[config.mk]
export PLATFORM = sky130hd
export DESIGN_NAME = best_fit_block_allocator_top
export DESIGN_NICKNAME = d
export VERILOG_FILES = /design/src/hw/rtl/bfa_pkg.sv /design/src/hw/rtl/bfa_ram.sv /design/src/hw/rtl/bfa_ctrl.sv /design/src/hw/rtl/bfa_dp.sv /design/src/hw/rtl/best_fit_block_allocator_top.sv
export SDC_FILE = /design/constraint.sdc
export NUM_CORES = 2
export LEC_CHECK = 0
export ABC_AREA = 1
export ABC_CLOCK_PERIOD_IN_PS = 6620
export BUFFER_PORTS_ARGS = -buffer_cell sky130_fd_sc_hd__buf_2
export CAP_MARGIN = 10
export CORE_UTILIZATION = 35
export CTS_BUF_LIST = sky130_fd_sc_hd__clkbuf_8
export CTS_CLUSTER_SIZE = 24
export DETAILED_ROUTE_END_ITERATION = 6
export GPL_TIMING_DRIVEN = 1
export SLEW_MARGIN = 20
export SYNTH_ARGS = -nofsm -noshare
export SYNTH_HDL_FRONTEND = slang
export SYNTH_SLANG_ARGS = --single-unit
export TNS_END_PERCENT = 10
[constraint.sdc]
create_clock -name i_clk -period 6.62 [get_ports i_clk]
set_clock_uncertainty 0.05 [all_clocks]
set_input_delay 1.324 -clock i_clk [delete_from_list [all_inputs] [get_ports i_clk]]
set_output_delay 1.324 -clock i_clk [all_outputs]
set_load 0.02 [all_outputs]
[src/hw/rtl/bfa_pkg.sv]
// ----------------------------------------------------------------------------
// bfa_pkg
// types and codes shared by the best-fit allocator controller and datapath
// ----------------------------------------------------------------------------
package bfa_pkg;

    localparam logic [1:0] REQ_ALLOC = 2'd0;
    localparam logic [1:0] REQ_FREE  = 2'd1;
    localparam logic [1:0] REQ_INIT  = 2'd2;

    localparam logic [1:0] ST_OK      = 2'd0;
    localparam logic [1:0] ST_NO_FIT  = 2'd1;
    localparam logic [1:0] ST_UNKNOWN = 2'd2;
    localparam logic [1:0] ST_NULL    = 2'd3;

    localparam logic [15:0] ARENA_RESET = 16'd4096;

    typedef enum logic [3:0] {
        S_IDLE,
        S_SCAN,
        S_SHU_CHK,
        S_SHU_RD,
        S_SHU_WR,
        S_SPLIT_WR,
        S_GRANT_WR,
        S_RD_PREV,
        S_RD_NEXT,
        S_CAP_NEXT,
        S_MERGE,
        S_SHD_CHK,
        S_SHD_RD,
        S_SHD_WR,
        S_INIT_WR,
        S_RESULT
    } t_state;

    typedef enum logic [4:0] {
        CMD_NONE,
        CMD_START,
        CMD_SCAN,
        CMD_DECIDE,
        CMD_SHU_RD,
        CMD_SHU_WR,
        CMD_SPLIT_WR,
        CMD_GRANT_WR,
        CMD_RD_PREV,
        CMD_RD_NEXT,
        CMD_CAP_NEXT,
        CMD_MERGE,
        CMD_SHD_RD,
        CMD_SHD_WR,
        CMD_SHD_END,
        CMD_INIT_WR,
        CMD_RESULT
    } t_cmd;

    typedef struct packed {
        logic scan_done;
        logic is_alloc;
        logic is_free;
        logic found;
        logic null_off;
        logic split;
        logic shu_more;
        logic shd_more;
        logic out_free;
    } t_status;

endpackage

[src/hw/rtl/bfa_ram.sv]
// ----------------------------------------------------------------------------
// bfa_ram
// generic single write, single registered read memory
// ----------------------------------------------------------------------------
module bfa_ram #(
    parameter int WIDTH = 33,
    parameter int DEPTH = 64
) (
    input  logic                     i_clk,
    input  logic                     i_we,
    input  logic [$clog2(DEPTH)-1:0] i_waddr,
    input  logic [WIDTH-1:0]         i_wdata,
    input  logic [$clog2(DEPTH)-1:0] i_raddr,
    output logic [WIDTH-1:0]         o_rdata
);

    logic [WIDTH-1:0] r_mem [DEPTH];
    logic [WIDTH-1:0] r_rdata;

    always_ff @(posedge i_clk) begin
        if (i_we) begin
            r_mem[i_waddr] <= i_wdata;
        end
        r_rdata <= r_mem[i_raddr];
    end

    assign o_rdata = r_rdata;

endmodule

[src/hw/rtl/bfa_ctrl.sv]
// ----------------------------------------------------------------------------
// bfa_ctrl
// sequencer for init write, table scan, insert shift, split and grant writes, merge and remove shift
// ----------------------------------------------------------------------------
module bfa_ctrl
    import bfa_pkg::*;
(
    input  logic       i_clk,
    input  logic       i_rst_n,
    input  logic       i_valid,
    input  logic [1:0] i_req_type,
    input  t_status    i_sts,
    output logic       o_stall,
    output t_cmd       o_cmd
);

    t_state r_state;
    t_state n_state;

    always_ff @(posedge i_clk) begin
        if (!i_rst_n) begin
            r_state <= S_IDLE;
        end else begin
            r_state <= n_state;
        end
    end

    always_comb begin
        n_state = r_state;
        o_cmd   = CMD_NONE;
        o_stall = (r_state != S_IDLE);
        case (r_state)
            S_IDLE: begin
                if (i_valid) begin
                    o_cmd   = CMD_START;
                    n_state = (i_req_type == REQ_INIT) ? S_INIT_WR : S_SCAN;
                end
            end
            S_SCAN: begin
                if (!i_sts.scan_done) begin
                    o_cmd = CMD_SCAN;
                end else begin
                    o_cmd = CMD_DECIDE;
                    if (i_sts.is_alloc) begin
                        if (!i_sts.found) begin
                            n_state = S_RESULT;
                        end else if (i_sts.split) begin
                            n_state = S_SHU_CHK;
                        end else begin
                            n_state = S_GRANT_WR;
                        end
                    end else if (i_sts.is_free) begin
                        n_state = (i_sts.null_off || !i_sts.found) ? S_RESULT : S_RD_PREV;
                    end else begin
                        n_state = S_RESULT;
                    end
                end
            end
            S_SHU_CHK: begin
                n_state = i_sts.shu_more ? S_SHU_RD : S_SPLIT_WR;
            end
            S_SHU_RD: begin
                o_cmd   = CMD_SHU_RD;
                n_state = S_SHU_WR;
            end
            S_SHU_WR: begin
                o_cmd   = CMD_SHU_WR;
                n_state = S_SHU_CHK;
            end
            S_SPLIT_WR: begin
                o_cmd   = CMD_SPLIT_WR;
                n_state = S_GRANT_WR;
            end
            S_GRANT_WR: begin
                o_cmd   = CMD_GRANT_WR;
                n_state = S_RESULT;
            end
            S_RD_PREV: begin
                o_cmd   = CMD_RD_PREV;
                n_state = S_RD_NEXT;
            end
            S_RD_NEXT: begin
                o_cmd   = CMD_RD_NEXT;
                n_state = S_CAP_NEXT;
            end
            S_CAP_NEXT: begin
                o_cmd   = CMD_CAP_NEXT;
                n_state = S_MERGE;
            end
            S_MERGE: begin
                o_cmd   = CMD_MERGE;
                n_state = S_SHD_CHK;
            end
            S_SHD_CHK: begin
                if (i_sts.shd_more) begin
                    n_state = S_SHD_RD;
                end else begin
                    o_cmd   = CMD_SHD_END;
                    n_state = S_RESULT;
                end
            end
            S_SHD_RD: begin
                o_cmd   = CMD_SHD_RD;
                n_state = S_SHD_WR;
            end
            S_SHD_WR: begin
                o_cmd   = CMD_SHD_WR;
                n_state = S_SHD_CHK;
            end
            S_INIT_WR: begin
                o_cmd   = CMD_INIT_WR;
                n_state = S_RESULT;
            end
            S_RESULT: begin
                if (i_sts.out_free) begin
                    o_cmd   = CMD_RESULT;
                    n_state = S_IDLE;
                end
            end
            default: begin
                n_state = S_IDLE;
            end
        endcase
    end

endmodule

[src/hw/rtl/bfa_dp.sv]
// ----------------------------------------------------------------------------
// bfa_dp
// block table memory, scan registers, merge arithmetic and result register
// ----------------------------------------------------------------------------
module bfa_dp
    import bfa_pkg::*;
#(
    parameter int MAX_BLOCKS   = 64,
    parameter int HEADER_BYTES = 24,
    parameter int OFFSET_BITS  = 16
) (
    input  logic        i_clk,
    input  logic        i_rst_n,
    input  t_cmd        i_cmd,
    output t_status     o_sts,
    input  logic [1:0]  i_req_type,
    input  logic [15:0] i_req_size,
    input  logic [15:0] i_free_offset,
    input  logic        i_cfg_we,
    input  logic [15:0] i_cfg_wdata,
    input  logic        i_stall,
    output logic        o_valid,
    output logic [1:0]  o_status,
    output logic [15:0] o_data_offset,
    output logic [15:0] o_granted_size
);

    localparam int IW = (MAX_BLOCKS > 1) ? $clog2(MAX_BLOCKS) : 1;
    localparam int CW = $clog2(MAX_BLOCKS + 1);
    localparam int OB = OFFSET_BITS;
    localparam int EW = OB + 17;

    localparam logic [OB-1:0] HDR_OFF  = OB'(HEADER_BYTES);
    localparam logic [15:0]   HDR_SIZE = 16'(HEADER_BYTES);
    localparam logic [16:0]   HDR_WIDE = 17'(HEADER_BYTES);

    logic [CW-1:0] r_count, n_count;
    logic [15:0]   r_arena;
    logic [1:0]    r_type, n_type;
    logic [15:0]   r_req, n_req;
    logic [15:0]   r_foff, n_foff;
    logic [CW-1:0] r_idx, n_idx;
    logic          r_pend, n_pend;
    logic [IW-1:0] r_pidx, n_pidx;
    logic          r_found, n_found;
    logic          r_split, n_split;
    logic [IW-1:0] r_best, n_best;
    logic [15:0]   r_slack, n_slack;
    logic [15:0]   r_bsize, n_bsize;
    logic [OB-1:0] r_bhdr, n_bhdr;
    logic [EW-1:0] r_prev, n_prev;
    logic [EW-1:0] r_next, n_next;
    logic [1:0]    r_dist, n_dist;
    logic [1:0]    r_rst, n_rst;
    logic [15:0]   r_roff, n_roff;
    logic [15:0]   r_rsz, n_rsz;
    logic          r_ovalid, n_ovalid;
    logic [1:0]    r_ost, n_ost;
    logic [15:0]   r_ooff, n_ooff;
    logic [15:0]   r_osz, n_osz;

    logic          we;
    logic [IW-1:0] waddr, raddr;
    logic [EW-1:0] wdata, rdata;

    logic [OB-1:0] e_hdr, e_doff, b_doff;
    logic [15:0]   e_size, e_slack;
    logic          e_used, e_fits, e_match;
    logic          in_range, has_prev, has_next, pf, nf;
    logic [CW:0]   cur_p1;
    logic [15:0]   sum_pc, sum_cn;

    bfa_ram #(.WIDTH(EW), .DEPTH(MAX_BLOCKS)) u_ram (
        .i_clk   (i_clk),
        .i_we    (we),
        .i_waddr (waddr),
        .i_wdata (wdata),
        .i_raddr (raddr),
        .o_rdata (rdata)
    );

    assign e_hdr   = rdata[EW-1:17];
    assign e_size  = rdata[16:1];
    assign e_used  = rdata[0];
    assign e_doff  = e_hdr + HDR_OFF;
    assign e_fits  = !e_used && (e_size >= r_req);
    assign e_slack = e_size - r_req;
    assign e_match = e_used && (32'(e_doff) == 32'(r_foff));
    assign b_doff  = r_bhdr + HDR_OFF;

    assign in_range = (r_idx < r_count);
    assign cur_p1   = (CW+1)'(r_best) + 1'b1;
    assign has_prev = (r_best != '0);
    assign has_next = (cur_p1 < (CW+1)'(r_count));
    assign pf       = has_prev && !r_prev[0];
    assign nf       = has_next && !r_next[0];
    assign sum_pc   = r_prev[16:1] + r_bsize + HDR_SIZE;
    assign sum_cn   = r_next[16:1] + HDR_SIZE;

    always_comb begin
        o_sts.scan_done = !in_range && !r_pend;
        o_sts.is_alloc  = (r_type == REQ_ALLOC);
        o_sts.is_free   = (r_type == REQ_FREE);
        o_sts.found     = r_found;
        o_sts.null_off  = (r_foff == '0);
        o_sts.split     = ((17'(r_req) + HDR_WIDE) < 17'(r_bsize)) &&
                          (r_count < CW'(MAX_BLOCKS));
        o_sts.shu_more  = ((CW+1)'(r_idx) > cur_p1);
        o_sts.shd_more  = (r_dist != '0) &&
                          (((CW+1)'(r_idx) + (CW+1)'(r_dist)) < (CW+1)'(r_count));
        o_sts.out_free  = !r_ovalid || !i_stall;
    end

    always_comb begin
        n_count  = r_count;
        n_type   = r_type;
        n_req    = r_req;
        n_foff   = r_foff;
        n_idx    = r_idx;
        n_pend   = r_pend;
        n_pidx   = r_pidx;
        n_found  = r_found;
        n_split  = r_split;
        n_best   = r_best;
        n_slack  = r_slack;
        n_bsize  = r_bsize;
        n_bhdr   = r_bhdr;
        n_prev   = r_prev;
        n_next   = r_next;
        n_dist   = r_dist;
        n_rst    = r_rst;
        n_roff   = r_roff;
        n_rsz    = r_rsz;
        n_ovalid = r_ovalid && i_stall;
        n_ost    = r_ost;
        n_ooff   = r_ooff;
        n_osz    = r_osz;
        we       = 1'b0;
        waddr    = r_best;
        wdata    = rdata;
        raddr    = r_idx[IW-1:0];
        case (i_cmd)
            CMD_START: begin
                n_type  = i_req_type;
                n_req   = i_req_size;
                n_foff  = i_free_offset;
                n_idx   = '0;
                n_pend  = 1'b0;
                n_found = 1'b0;
            end
            CMD_SCAN: begin
                n_pend = in_range;
                n_pidx = r_idx[IW-1:0];
                if (in_range) begin
                    n_idx = r_idx + 1'b1;
                end
                if (r_pend) begin
                    if (r_type == REQ_ALLOC && e_fits && (!r_found || e_slack < r_slack)) begin
                        n_found = 1'b1;
                        n_best  = r_pidx;
                        n_slack = e_slack;
                        n_bsize = e_size;
                        n_bhdr  = e_hdr;
                    end
                    if (r_type == REQ_FREE && e_match && !r_found) begin
                        n_found = 1'b1;
                        n_best  = r_pidx;
                        n_bsize = e_size;
                        n_bhdr  = e_hdr;
                    end
                end
            end
            CMD_DECIDE: begin
                n_split = o_sts.split;
                n_idx   = r_count;
                n_roff  = '0;
                n_rsz   = '0;
                if (r_type == REQ_ALLOC) begin
                    n_rst = ST_NO_FIT;
                end else if (r_type == REQ_FREE) begin
                    if (r_foff == '0) begin
                        n_rst = ST_NULL;
                    end else if (!r_found) begin
                        n_rst = ST_UNKNOWN;
                    end else begin
                        n_rst = ST_OK;
                    end
                end else begin
                    n_rst = ST_OK;
                end
            end
            CMD_SHU_RD: begin
                raddr = r_idx[IW-1:0] - 1'b1;
            end
            CMD_SHU_WR: begin
                we    = 1'b1;
                waddr = r_idx[IW-1:0];
                n_idx = r_idx - 1'b1;
            end
            CMD_SPLIT_WR: begin
                we      = 1'b1;
                waddr   = r_best + 1'b1;
                wdata   = {b_doff + OB'(r_req), r_bsize - r_req - HDR_SIZE, 1'b0};
                n_count = r_count + 1'b1;
            end
            CMD_GRANT_WR: begin
                we     = 1'b1;
                waddr  = r_best;
                wdata  = {r_bhdr, r_split ? r_req : r_bsize, 1'b1};
                n_rst  = ST_OK;
                n_roff = 16'(b_doff);
                n_rsz  = r_split ? r_req : r_bsize;
            end
            CMD_RD_PREV: begin
                raddr = r_best - 1'b1;
            end
            CMD_RD_NEXT: begin
                raddr  = r_best + 1'b1;
                n_prev = rdata;
            end
            CMD_CAP_NEXT: begin
                n_next = rdata;
            end
            CMD_MERGE: begin
                we = 1'b1;
                if (pf) begin
                    waddr  = r_best - 1'b1;
                    wdata  = {r_prev[EW-1:17], nf ? sum_pc + sum_cn : sum_pc, 1'b0};
                    n_idx  = CW'(r_best);
                    n_dist = nf ? 2'd2 : 2'd1;
                end else begin
                    waddr  = r_best;
                    wdata  = {r_bhdr, nf ? r_bsize + sum_cn : r_bsize, 1'b0};
                    n_idx  = CW'(cur_p1);
                    n_dist = nf ? 2'd1 : 2'd0;
                end
            end
            CMD_SHD_RD: begin
                raddr = r_idx[IW-1:0] + IW'(r_dist);
            end
            CMD_SHD_WR: begin
                we    = 1'b1;
                waddr = r_idx[IW-1:0];
                n_idx = r_idx + 1'b1;
            end
            CMD_SHD_END: begin
                n_count = r_count - CW'(r_dist);
            end
            CMD_INIT_WR: begin
                we      = 1'b1;
                waddr   = '0;
                wdata   = {{OB{1'b0}}, (r_arena > HDR_SIZE) ? r_arena - HDR_SIZE : 16'd0, 1'b0};
                n_count = CW'(1);
                n_rst   = ST_OK;
                n_roff  = '0;
                n_rsz   = '0;
            end
            CMD_RESULT: begin
                n_ovalid = 1'b1;
                n_ost    = r_rst;
                n_ooff   = r_roff;
                n_osz    = r_rsz;
            end
            default: begin
            end
        endcase
    end

    always_ff @(posedge i_clk) begin
        if (!i_rst_n) begin
            r_count  <= '0;
            r_arena  <= ARENA_RESET;
            r_ovalid <= 1'b0;
            r_pend   <= 1'b0;
            r_dist   <= '0;
        end else begin
            r_count  <= n_count;
            r_ovalid <= n_ovalid;
            r_pend   <= n_pend;
            r_dist   <= n_dist;
            if (i_cfg_we) begin
                r_arena <= i_cfg_wdata;
            end
        end
    end

    always_ff @(posedge i_clk) begin
        r_type  <= n_type;
        r_req   <= n_req;
        r_foff  <= n_foff;
        r_idx   <= n_idx;
        r_pidx  <= n_pidx;
        r_found <= n_found;
        r_split <= n_split;
        r_best  <= n_best;
        r_slack <= n_slack;
        r_bsize <= n_bsize;
        r_bhdr  <= n_bhdr;
        r_prev  <= n_prev;
        r_next  <= n_next;
        r_rst   <= n_rst;
        r_roff  <= n_roff;
        r_rsz   <= n_rsz;
        r_ost   <= n_ost;
        r_ooff  <= n_ooff;
        r_osz   <= n_osz;
    end

    assign o_valid        = r_ovalid;
    assign o_status       = r_ost;
    assign o_data_offset  = r_ooff;
    assign o_granted_size = r_osz;

endmodule

[src/hw/rtl/best_fit_block_allocator_top.sv]
// sequence: an init writes one entry; any other request scans the table over n blocks, then
// a grant, split or merge writes the entries, and a split that inserts or a merge that removes
// an entry moves each later entry with a read and a write, one at a time through the one read
// port of the block table
// throughput: one item at a time; the next item is taken once the result is registered
// reset: synchronous active low; table empty (no blocks until an init item), arena_size 4096
// ----------------------------------------------------------------------------
// best_fit_block_allocator_top
// best-fit arena allocator with splitting and coalescing of free blocks
// ----------------------------------------------------------------------------
module best_fit_block_allocator_top
    import bfa_pkg::*;
#(
    parameter int MAX_BLOCKS   = 64,
    parameter int HEADER_BYTES = 24,
    parameter int OFFSET_BITS  = 16
) (
    input  logic        i_clk,
    input  logic        i_rst_n,
    input  logic        i_valid,
    output logic        o_stall,
    input  logic [1:0]  i_req_type,
    input  logic [15:0] i_req_size,
    input  logic [15:0] i_free_offset,
    output logic        o_valid,
    input  logic        i_stall,
    output logic [1:0]  o_status,
    output logic [15:0] o_data_offset,
    output logic [15:0] o_granted_size,
    input  logic        i_cfg_we,
    input  logic [15:0] i_cfg_wdata
);

    t_cmd    cmd;
    t_status sts;

    bfa_ctrl u_ctrl (
        .i_clk      (i_clk),
        .i_rst_n    (i_rst_n),
        .i_valid    (i_valid),
        .i_req_type (i_req_type),
        .i_sts      (sts),
        .o_stall    (o_stall),
        .o_cmd      (cmd)
    );

    bfa_dp #(
        .MAX_BLOCKS   (MAX_BLOCKS),
        .HEADER_BYTES (HEADER_BYTES),
        .OFFSET_BITS  (OFFSET_BITS)
    ) u_dp (
        .i_clk          (i_clk),
        .i_rst_n        (i_rst_n),
        .i_cmd          (cmd),
        .o_sts          (sts),
        .i_req_type     (i_req_type),
        .i_req_size     (i_req_size),
        .i_free_offset  (i_free_offset),
        .i_cfg_we       (i_cfg_we),
        .i_cfg_wdata    (i_cfg_wdata),
        .i_stall        (i_stall),
        .o_valid        (o_valid),
        .o_status       (o_status),
        .o_data_offset  (o_data_offset),
        .o_granted_size (o_granted_size)
    );

endmodule

Word-level counts from Yosys, hierarchy flattened

Memory sizes are Yosys's and may differ from the RTL's. A register that Yosys moved wholly into a read port is not among the register bits.
Index checks and enable logic that the tools add are counted.

Memories: 1
Output and inout port bits: 36
Flip-flop bits (word level): 252
Bits in writable memories: 2112
Word-level logic and storage cells: 199

Magnitude comparators: 9
Eq/ne operators: 40
Reduce and logical (&&, ||, !) cells: 46
Muxes and demuxes: 55
Add/sub/neg operators: 23

Memory list:

| name             | depth | bits a word | read ports | clocked after Yosys merged registers in | wr ports | line          | text |
|---|---|---|---|---|---|---|---|
| u_dp.u_ram.r_mem | 64    | 33          | 1          | 1                                       | 1        | bfa_ram.sv:17 | `logic [WIDTH-1:0] r_mem [DEPTH];` |

Operators with widths:

| cell                  | number |
|---|---|
| $pmux 33 s4           | 1 |
| $mux 16               | 8 |
| $pmux 5 s15           | 1 |
| $add 16x16->16        | 4 |
| $add 16x5->16 const B | 4 |
| $pmux 16 s2           | 2 |
| $pmux 4 s14           | 1 |
| $pmux 6 s4            | 2 |
| $pmux 7 s6            | 1 |
| $eq 5x4->1 const B    | 8 |
| $mux 4                | 9 |
| $mux 33               | 1 |
| $eq 4x4->1 const B    | 8 |
| $sub 16x16->16        | 2 |
| $sub 16x5->16 const B | 2 |
| $pmux 7 s3            | 1 |
| $eq 5x3->1 const B    | 4 |
| $mux 6                | 3 |
| $add 16x5->17 const B | 1 |
| $lt 17x16->1          | 1 |
| $eq 16x16->1          | 1 |
| $eq 4x3->1 const B    | 4 |
| $ge 16x16->1          | 1 |
| $gt 16x5->1 const B   | 1 |
| 44 further kinds      | 102 |

Longest topological paths before layout

Depth in word-level cells: 10
Depth in mapped cells: 28

Modules after synthesis

Synthesis repeated with hierarchy kept, for this count alone.

Cells, all modules: 9468
Area, all modules: 105381.1 um^2

By module, submodules not included:

| module   | cells an instance | area an instance (um^2) | times used | sequential area each (um^2) |
|---|---|---|---|---|
| bfa_ram  | 6980              | 85714.7                 | 1          | 64081.5 |
| bfa_dp   | 2391              | 19179.6                 | 1          | 7176.9 |
| bfa_ctrl | 97                | 486.7                   | 1          | 80.1 |

Worst setup path before layout

No wires, ideal clock.

Kind: register to register
Start point: register u_dp.r_bsize[1]
End point: memory u_dp.u_ram.r_mem[0][13] (data pin)
Setup slack: 1.064 ns
Stages on the path, launching flop included: 20
Buffers on the path: 0
Data arrival time: 4.958 ns
Cells stage by stage: edfxtp_1 -> ha_1 -> ha_1 -> inv_1 -> fa_1 -> o31ai_1 -> nand2_1 -> nand2_1 -> xor2_1 -> inv_1 -> ha_1 -> nand2_1 -> nand2_1 -> a21boi_0 -> nand3_1 -> nand2_1 -> nand3_1 -> nand3_1 -> nand3_1 -> a21oi_1

Word-level cells in the longest chain between the ends: 6
Elaborated cells on any way between the ends: 10
Those cells by class: add/sub (6); mux (4)

Ends and longest elaborated chain:

| item                       | line          | text |
|---|---|---|
| from (decl)                | bfa_dp.sv:49  | `logic [15:0] r_bsize, n_bsize;` |
| from (signal assigned)     | bfa_dp.sv:297 | `r_bsize <= n_bsize;` |
| $add 16x16->16             | bfa_dp.sv:97  | `assign sum_pc = r_prev[16:1] + r_bsize + HDR_SIZE;` |
| $add 16x5->16              | bfa_dp.sv:97  |  |
| $add 16x16->16             | bfa_dp.sv:228 | `wdata = {r_prev[EW-1:17], nf ? sum_pc + sum_cn : sum_pc, 1'b0};` |
| $mux 16                    | bfa_dp.sv:228 |  |
| $mux 33                    | bfa_dp.sv:226 | `if (pf) begin` |
| $pmux 33 s4 *              | bfa_dp.sv:142 | `case (i_cmd)` |
| via u_dp.u_ram.i_wdata[13] | bfa_ram.sv:12 | `input logic [WIDTH-1:0] i_wdata,` |
| to (decl)                  | bfa_ram.sv:17 |  |

The timed path passes the listed nets; every way through them passes the cells marked *.

Final worst setup path

Start point: register u_dp.r_bsize[1]
End point: memory u_dp.u_ram.r_mem[14][12] (data pin)

Same word-level chain as after synthesis.

==> impl.org <==
** Critical path
- For the worst setup path, the data required time is 7.28 ns.
- Maximum fanout encountered on the critical timing path :: 33
- Number of buffer and inverter instances along the worst setup path :: 4
- Launch point of the worst reg-to-reg path :: u_dp.r_bsize[1]
- In this design, the stage delay of the slowest critical-path cell is 0.62 ns.
- CP dominant cell by count :: sky130_fd_sc_hd__nand2_1
- Data arrival at the endpoint of the critical path :: 6.05 ns
- The slowest stage of the critical path is the sky130_fd_sc_hd__nand4_1 cell.
- STA classifies the critical path startpoint as a flip-flop.
- Element type at the critical path end :: flip-flop
- Cells traversed along the worst timing path :: ha_1 > ha_1 > inv_1 > fa_1 > o31ai_1 > nand2_1 > nand2_1 > xor2_1 > inv_1 > ha_1 > nand2_1 > nor2_1 > nand3_1 > nand3b_1 > nand2_1 > inv_1 > o21ai_0 > nand2_1 > nand2_1 > nand3_1 > nand4_1 > buf_4
- The cell family contributing the most delay on the critical path is simple AND/OR/NAND/NOR gates.
- WS Path Type :: flip-flop to flip-flop
- Critical path launch point :: u_dp.r_bsize[1]

** STA
- Setup total negative slack on the finished layout was measured at 0 ns.
- For this run, the top clock speed supported by timing is 186 MHz.
- Final hold violations :: 0
- At the pin with the least slew margin, the transition time is 1.15 ns.
- Setup repair after global routing left no endpoint under its margin.
- Headroom to the max-slew limit came out at 22.7%.
- Count of endpoints failing setup in the final report :: 0
- Counting I/O delays and the setup requirement, the final critical path takes 5.39 ns.
- Number of pins exceeding their max-slew limit in the final report :: 0
- The worst path uses 81.4% of the clock period.

** Synthesis
- After Yosys synthesis, full adders, half adders and majority gates account for 2.43% of the synthesized area.
- After synthesis, the mean cell area works out to 10.3 sq um.
- After synthesis, flip-flops and latches occupy 63.5% of the total area.
- Of the total synthesized cell area, the portion taken by XOR and XNOR cells is 0.818%.
- Counting flops and latches in the post-synthesis netlist gives 2,397.
- Dominant combinational cell family by area after synthesis :: simple AND/OR/NAND/NOR gates
- Multiplexer cells account for 0.00890% of the synthesized area.
- Syn. warnings :: 0
- Number of synthesized flops with an enable pin :: 2,333
- After synthesis the cells add up to 0.112 sq mm.
- Of the total synthesized cell area, the portion taken by AND, OR, NAND and NOR gates is 22.6%.
- Counting flops with an async set or reset pin after synthesis yields a share of 0%.
- Syn Inst Count :: 10,900
- Counting every net in the synthesized netlist gives 11,200.
- Number of different library cells in the post-synthesis netlist :: 52
- The synthesized netlist devotes 2.25% of its cell area to compound gates.
- The most used flip-flop cell after synthesis is sky130_fd_sc_hd__edfxtp_1.

** Job
- Across the run, the number of max-cap violations was 0.

** Global routing
- GRT Total Usage :: 21.1%
- The number of antenna violations at the first check in global routing was 13.
- Total global routing overflow :: 0
- Entering global routing, the biggest net connects 167 pins.
- The number of global-route vias before repair is 74,600.
- The first global-routing pass estimated 508 mm of wire.

** Clock tree
- Counting along the longest clock path gives a buffer depth of 4.
- In this run, CTS created clock tree buffers numbering 397.
- The clock net in this run drives a total of 2,397 sinks.
- Post-CTS setup repair buffer count :: 0
- TritonCTS clock tree :: built
- After clock tree synthesis, the repair step resized 0 gates.
- The clock reaches the later pin of the worst-skew pair after 1.02 ns.
- In this run the number of H-tree levels came out at 5.
- Clock-pin slew of the registers on the worst-case setup and hold paths :: 0.07 ns
- Post-cts hold buffer count :: 0
- Master cell of the clock root buffer :: sky130_fd_sc_hd__clkbuf_8

** Pwr
- Summing internal, switching and leakage power gives 65.9 mW.
- Combinational share of power :: 49.3%
- Power Dens Cells :: 524 mW/mm^2
- Portion of total power attributed to sequential cells :: 32.4%
- Summed over all nets, the switching power comes to 31.4 mW.
- Internal power comes to 34.5 mW.
- Per report_power, the clock group accounts for 18.3% of the total.
- Net switching is 47.6% of the power.
- Highest ir drop seen on vdd :: 0.765 mV
- In this run the static leakage power is 50.8 nW.

** Floorplanning
- FP Rows :: 207
- In this run the horizontal extent of the chip is 569 microns.
- After floorplanning, the core was sized to cover 0.319 sq mm.
- Die area :: 0.323 sq mm
- Pin placement for this block handled 91 I/O pins.
- The floorplan step set the die height to 569 microns.
- Once the floorplan was initialized, standard cells occupied 35.3% of the core.

** Detailed routing
- Drt via density :: 5.15
- Dividing the detail-routed wire length by the instance count gives 22.4 microns.
- Total iterations of the first detailed-routing run :: 6
- The routed layout has 80,300 vias.
- DRC :: 0
- After detailed routing, the total wire length is 350 mm.
- Final antenna-violating net count :: 0
- Iteration-0 DRC count of the detailed router :: 9,464

** Hold path
- Hold Crit Start :: u_dp.r_pidx[4]
- The tightest min-delay check is of the flip-flop to flip-flop type.

** Layout
- Excluding fillers, the count of instances in the completed layout stands at 15,600.
- Layout Nets :: 11,300
- The multi-input combinational cells in the finished layout cover a total of 0.0325 sq mm.
- Across the whole layout, storage elements account for 0.0713 sq mm.
- Number of filler instances in the final layout :: 30,600
- Layout cell share with drive strength beyond 1 :: 8.15%
- From synthesis to final layout, the design area changed by 11.9%.

** Placed design
- Detailed placement ended at an HPWL of 194 mm.
- Including well taps, the total number of placed cells is 14,900.
- The congestion estimate from routability-driven global placement came to 0.930.
- The count of buffers added on input and output ports is 90.

** Outcome
- The flow ran to the end, and the final reports show no timing, DRC or antenna violations.
-- metrics by stage --
step	worst slack (ns)	utilization, %	hold slack (ns)	cell area, sq um
2_1_floorplan	1.06	-	0.350	112000
3_3_place_gp	1.23	37.2	0.352	119000
3_5_place_dp	1.27	37.2	0.355	119000
4_1_cts	1.33	39.4	0.343	126000
5_1_grt	0.872	39.4	0.350	126000
6_report	1.23	39.4	0.343	126000
-- worst reg2reg max path, cell delays in order (launching register included) --
cell and delay (ns):
sky130_fd_sc_hd__edfxtp_1 0.50, sky130_fd_sc_hd__ha_1 0.33, sky130_fd_sc_hd__ha_1 0.26, sky130_fd_sc_hd__inv_1 0.09, sky130_fd_sc_hd__fa_1 0.49, sky130_fd_sc_hd__o31ai_1 0.39
sky130_fd_sc_hd__nand2_1 0.10, sky130_fd_sc_hd__nand2_1 0.09, sky130_fd_sc_hd__xor2_1 0.23, sky130_fd_sc_hd__inv_1 0.09, sky130_fd_sc_hd__ha_1 0.37, sky130_fd_sc_hd__nand2_1 0.12
sky130_fd_sc_hd__nor2_1 0.17, sky130_fd_sc_hd__nand3_1 0.10, sky130_fd_sc_hd__nand3b_1 0.19, sky130_fd_sc_hd__nand2_1 0.07, sky130_fd_sc_hd__inv_1 0.05, sky130_fd_sc_hd__o21ai_0 0.07
sky130_fd_sc_hd__nand2_1 0.08, sky130_fd_sc_hd__nand2_1 0.05, sky130_fd_sc_hd__nand3_1 0.11, sky130_fd_sc_hd__nand4_1 0.62, sky130_fd_sc_hd__buf_4 0.52
-- flip-flops by register name, summed over array words and instances (netlist names), 17 cells and up --
signal	cells
u_dp.u_ram.o_rdata	33
u_dp.u_ram.r_mem	2112
u_dp.r_prev	33
u_dp.r_next	17
-- routing by layer --
metal / GRT usage, % / vias up / wire length, microns
li1: - / 37100 / -
met1: 29.1 / 38700 / 147000
met2: 32.7 / 3765 / 155000
met3: 3.63 / 654 / 32400
met4: 8.90 / 2 / 15600
met5: 0 / - / 13
-- cell usage in the layout (no fill, tap or decap), drive strengths merged, types with 6 or more instances in the layout --
master,count
a21oi,177
clkinv,115
or2,23
fa,10
o21ai,135
nand2,2060
buf,291
xor2,72
a31oi,9
o31ai,7
ha,202
inv,1963
o2111ai,17
nand3,2355
nor3,43
nand4,38
o21bai,10
nor2,279
edfxtp,2333
nand3b,540
dfxtp,64
nor4,6
o22ai,13
xnor2,33
o211ai,42
a21o,8
clkinvlp,8
clkbuf,422
-- worst paths after layout --
check	to	slack (ns)	cells past startpoint
setup / recovery	u_dp.u_ram.r_mem[14][12]	1.23	22
hold / removal	u_dp.r_best[4]	0.34	0
setup reg to reg	u_dp.u_ram.r_mem[14][12]	1.23	22
hold reg to reg	u_dp.r_best[4]	0.34	0
-- power groups by stage --
stage	registers [mW]	clock network [mW]	logic [mW]
5_1_grt	21.4	12.9	34.8
2_1_floorplan	21.6	0	19.0
4_1_cts	21.3	12.3	32.1
3_5_place_dp	21.6	0	32.0
6_report	21.3	12.1	32.5
3_3_place_gp	21.6	0	31.8
-- cells by family (layout without fill, tap and decap cells) --
family                     count (synthesis)  count (layout)
xor gates and xnor gates                 105             105
AOI/OAI and AO/OA                        438             438
buffers and inverters                   2399            2804
other                                      0               4
and+or+nand+nor                         5354            5354
muxes                                      1               1
DFF                                     2397            2397
adders and majority gates                212             212
-- synth_stat cells (23+ instances only) --
library cell	count	share of area, %
sky130_fd_sc_hd__xnor2_1	33	0.26
sky130_fd_sc_hd__xor2_1	72	0.56
sky130_fd_sc_hd__o211ai_1	42	0.28
sky130_fd_sc_hd__nand2_1	2051	6.8
sky130_fd_sc_hd__nor2_1	274	0.91
sky130_fd_sc_hd__inv_1	1807	6.0
sky130_fd_sc_hd__clkbuf_1	189	0.63
sky130_fd_sc_hd__o21ai_0	129	0.57
sky130_fd_sc_hd__dfxtp_1	64	1.1
sky130_fd_sc_hd__nand3_1	2352	10
sky130_fd_sc_hd__edfxtp_1	2333	62
sky130_fd_sc_hd__ha_1	202	2.2
sky130_fd_sc_hd__nand4_1	38	0.21
sky130_fd_sc_hd__a21oi_1	177	0.79
sky130_fd_sc_hd__nand3b_1	540	3.6
sky130_fd_sc_hd__nor3_1	43	0.19
sky130_fd_sc_hd__buf_2	321	1.4
sky130_fd_sc_hd__buf_1	48	0.16
sky130_fd_sc_hd__or2_2	23	0.13
-- cell type report --
| type | instances | share of cell area, % |
|---|---|---|
| repair buffers | 291 | 2.00 |
| diodes | 4 | 0.00796 |
| multi-input cells | 6110 | 25.9 |
| clock buffers | 422 | 4.62 |
| well taps | 4284 | 4.26 |
| flip-flops and latches | 2397 | 56.7 |
| clock inverters | 270 | 1.05 |
| inverters | 1821 | 5.46 |
Note: power is estimated with default switching activity, not from simulation.
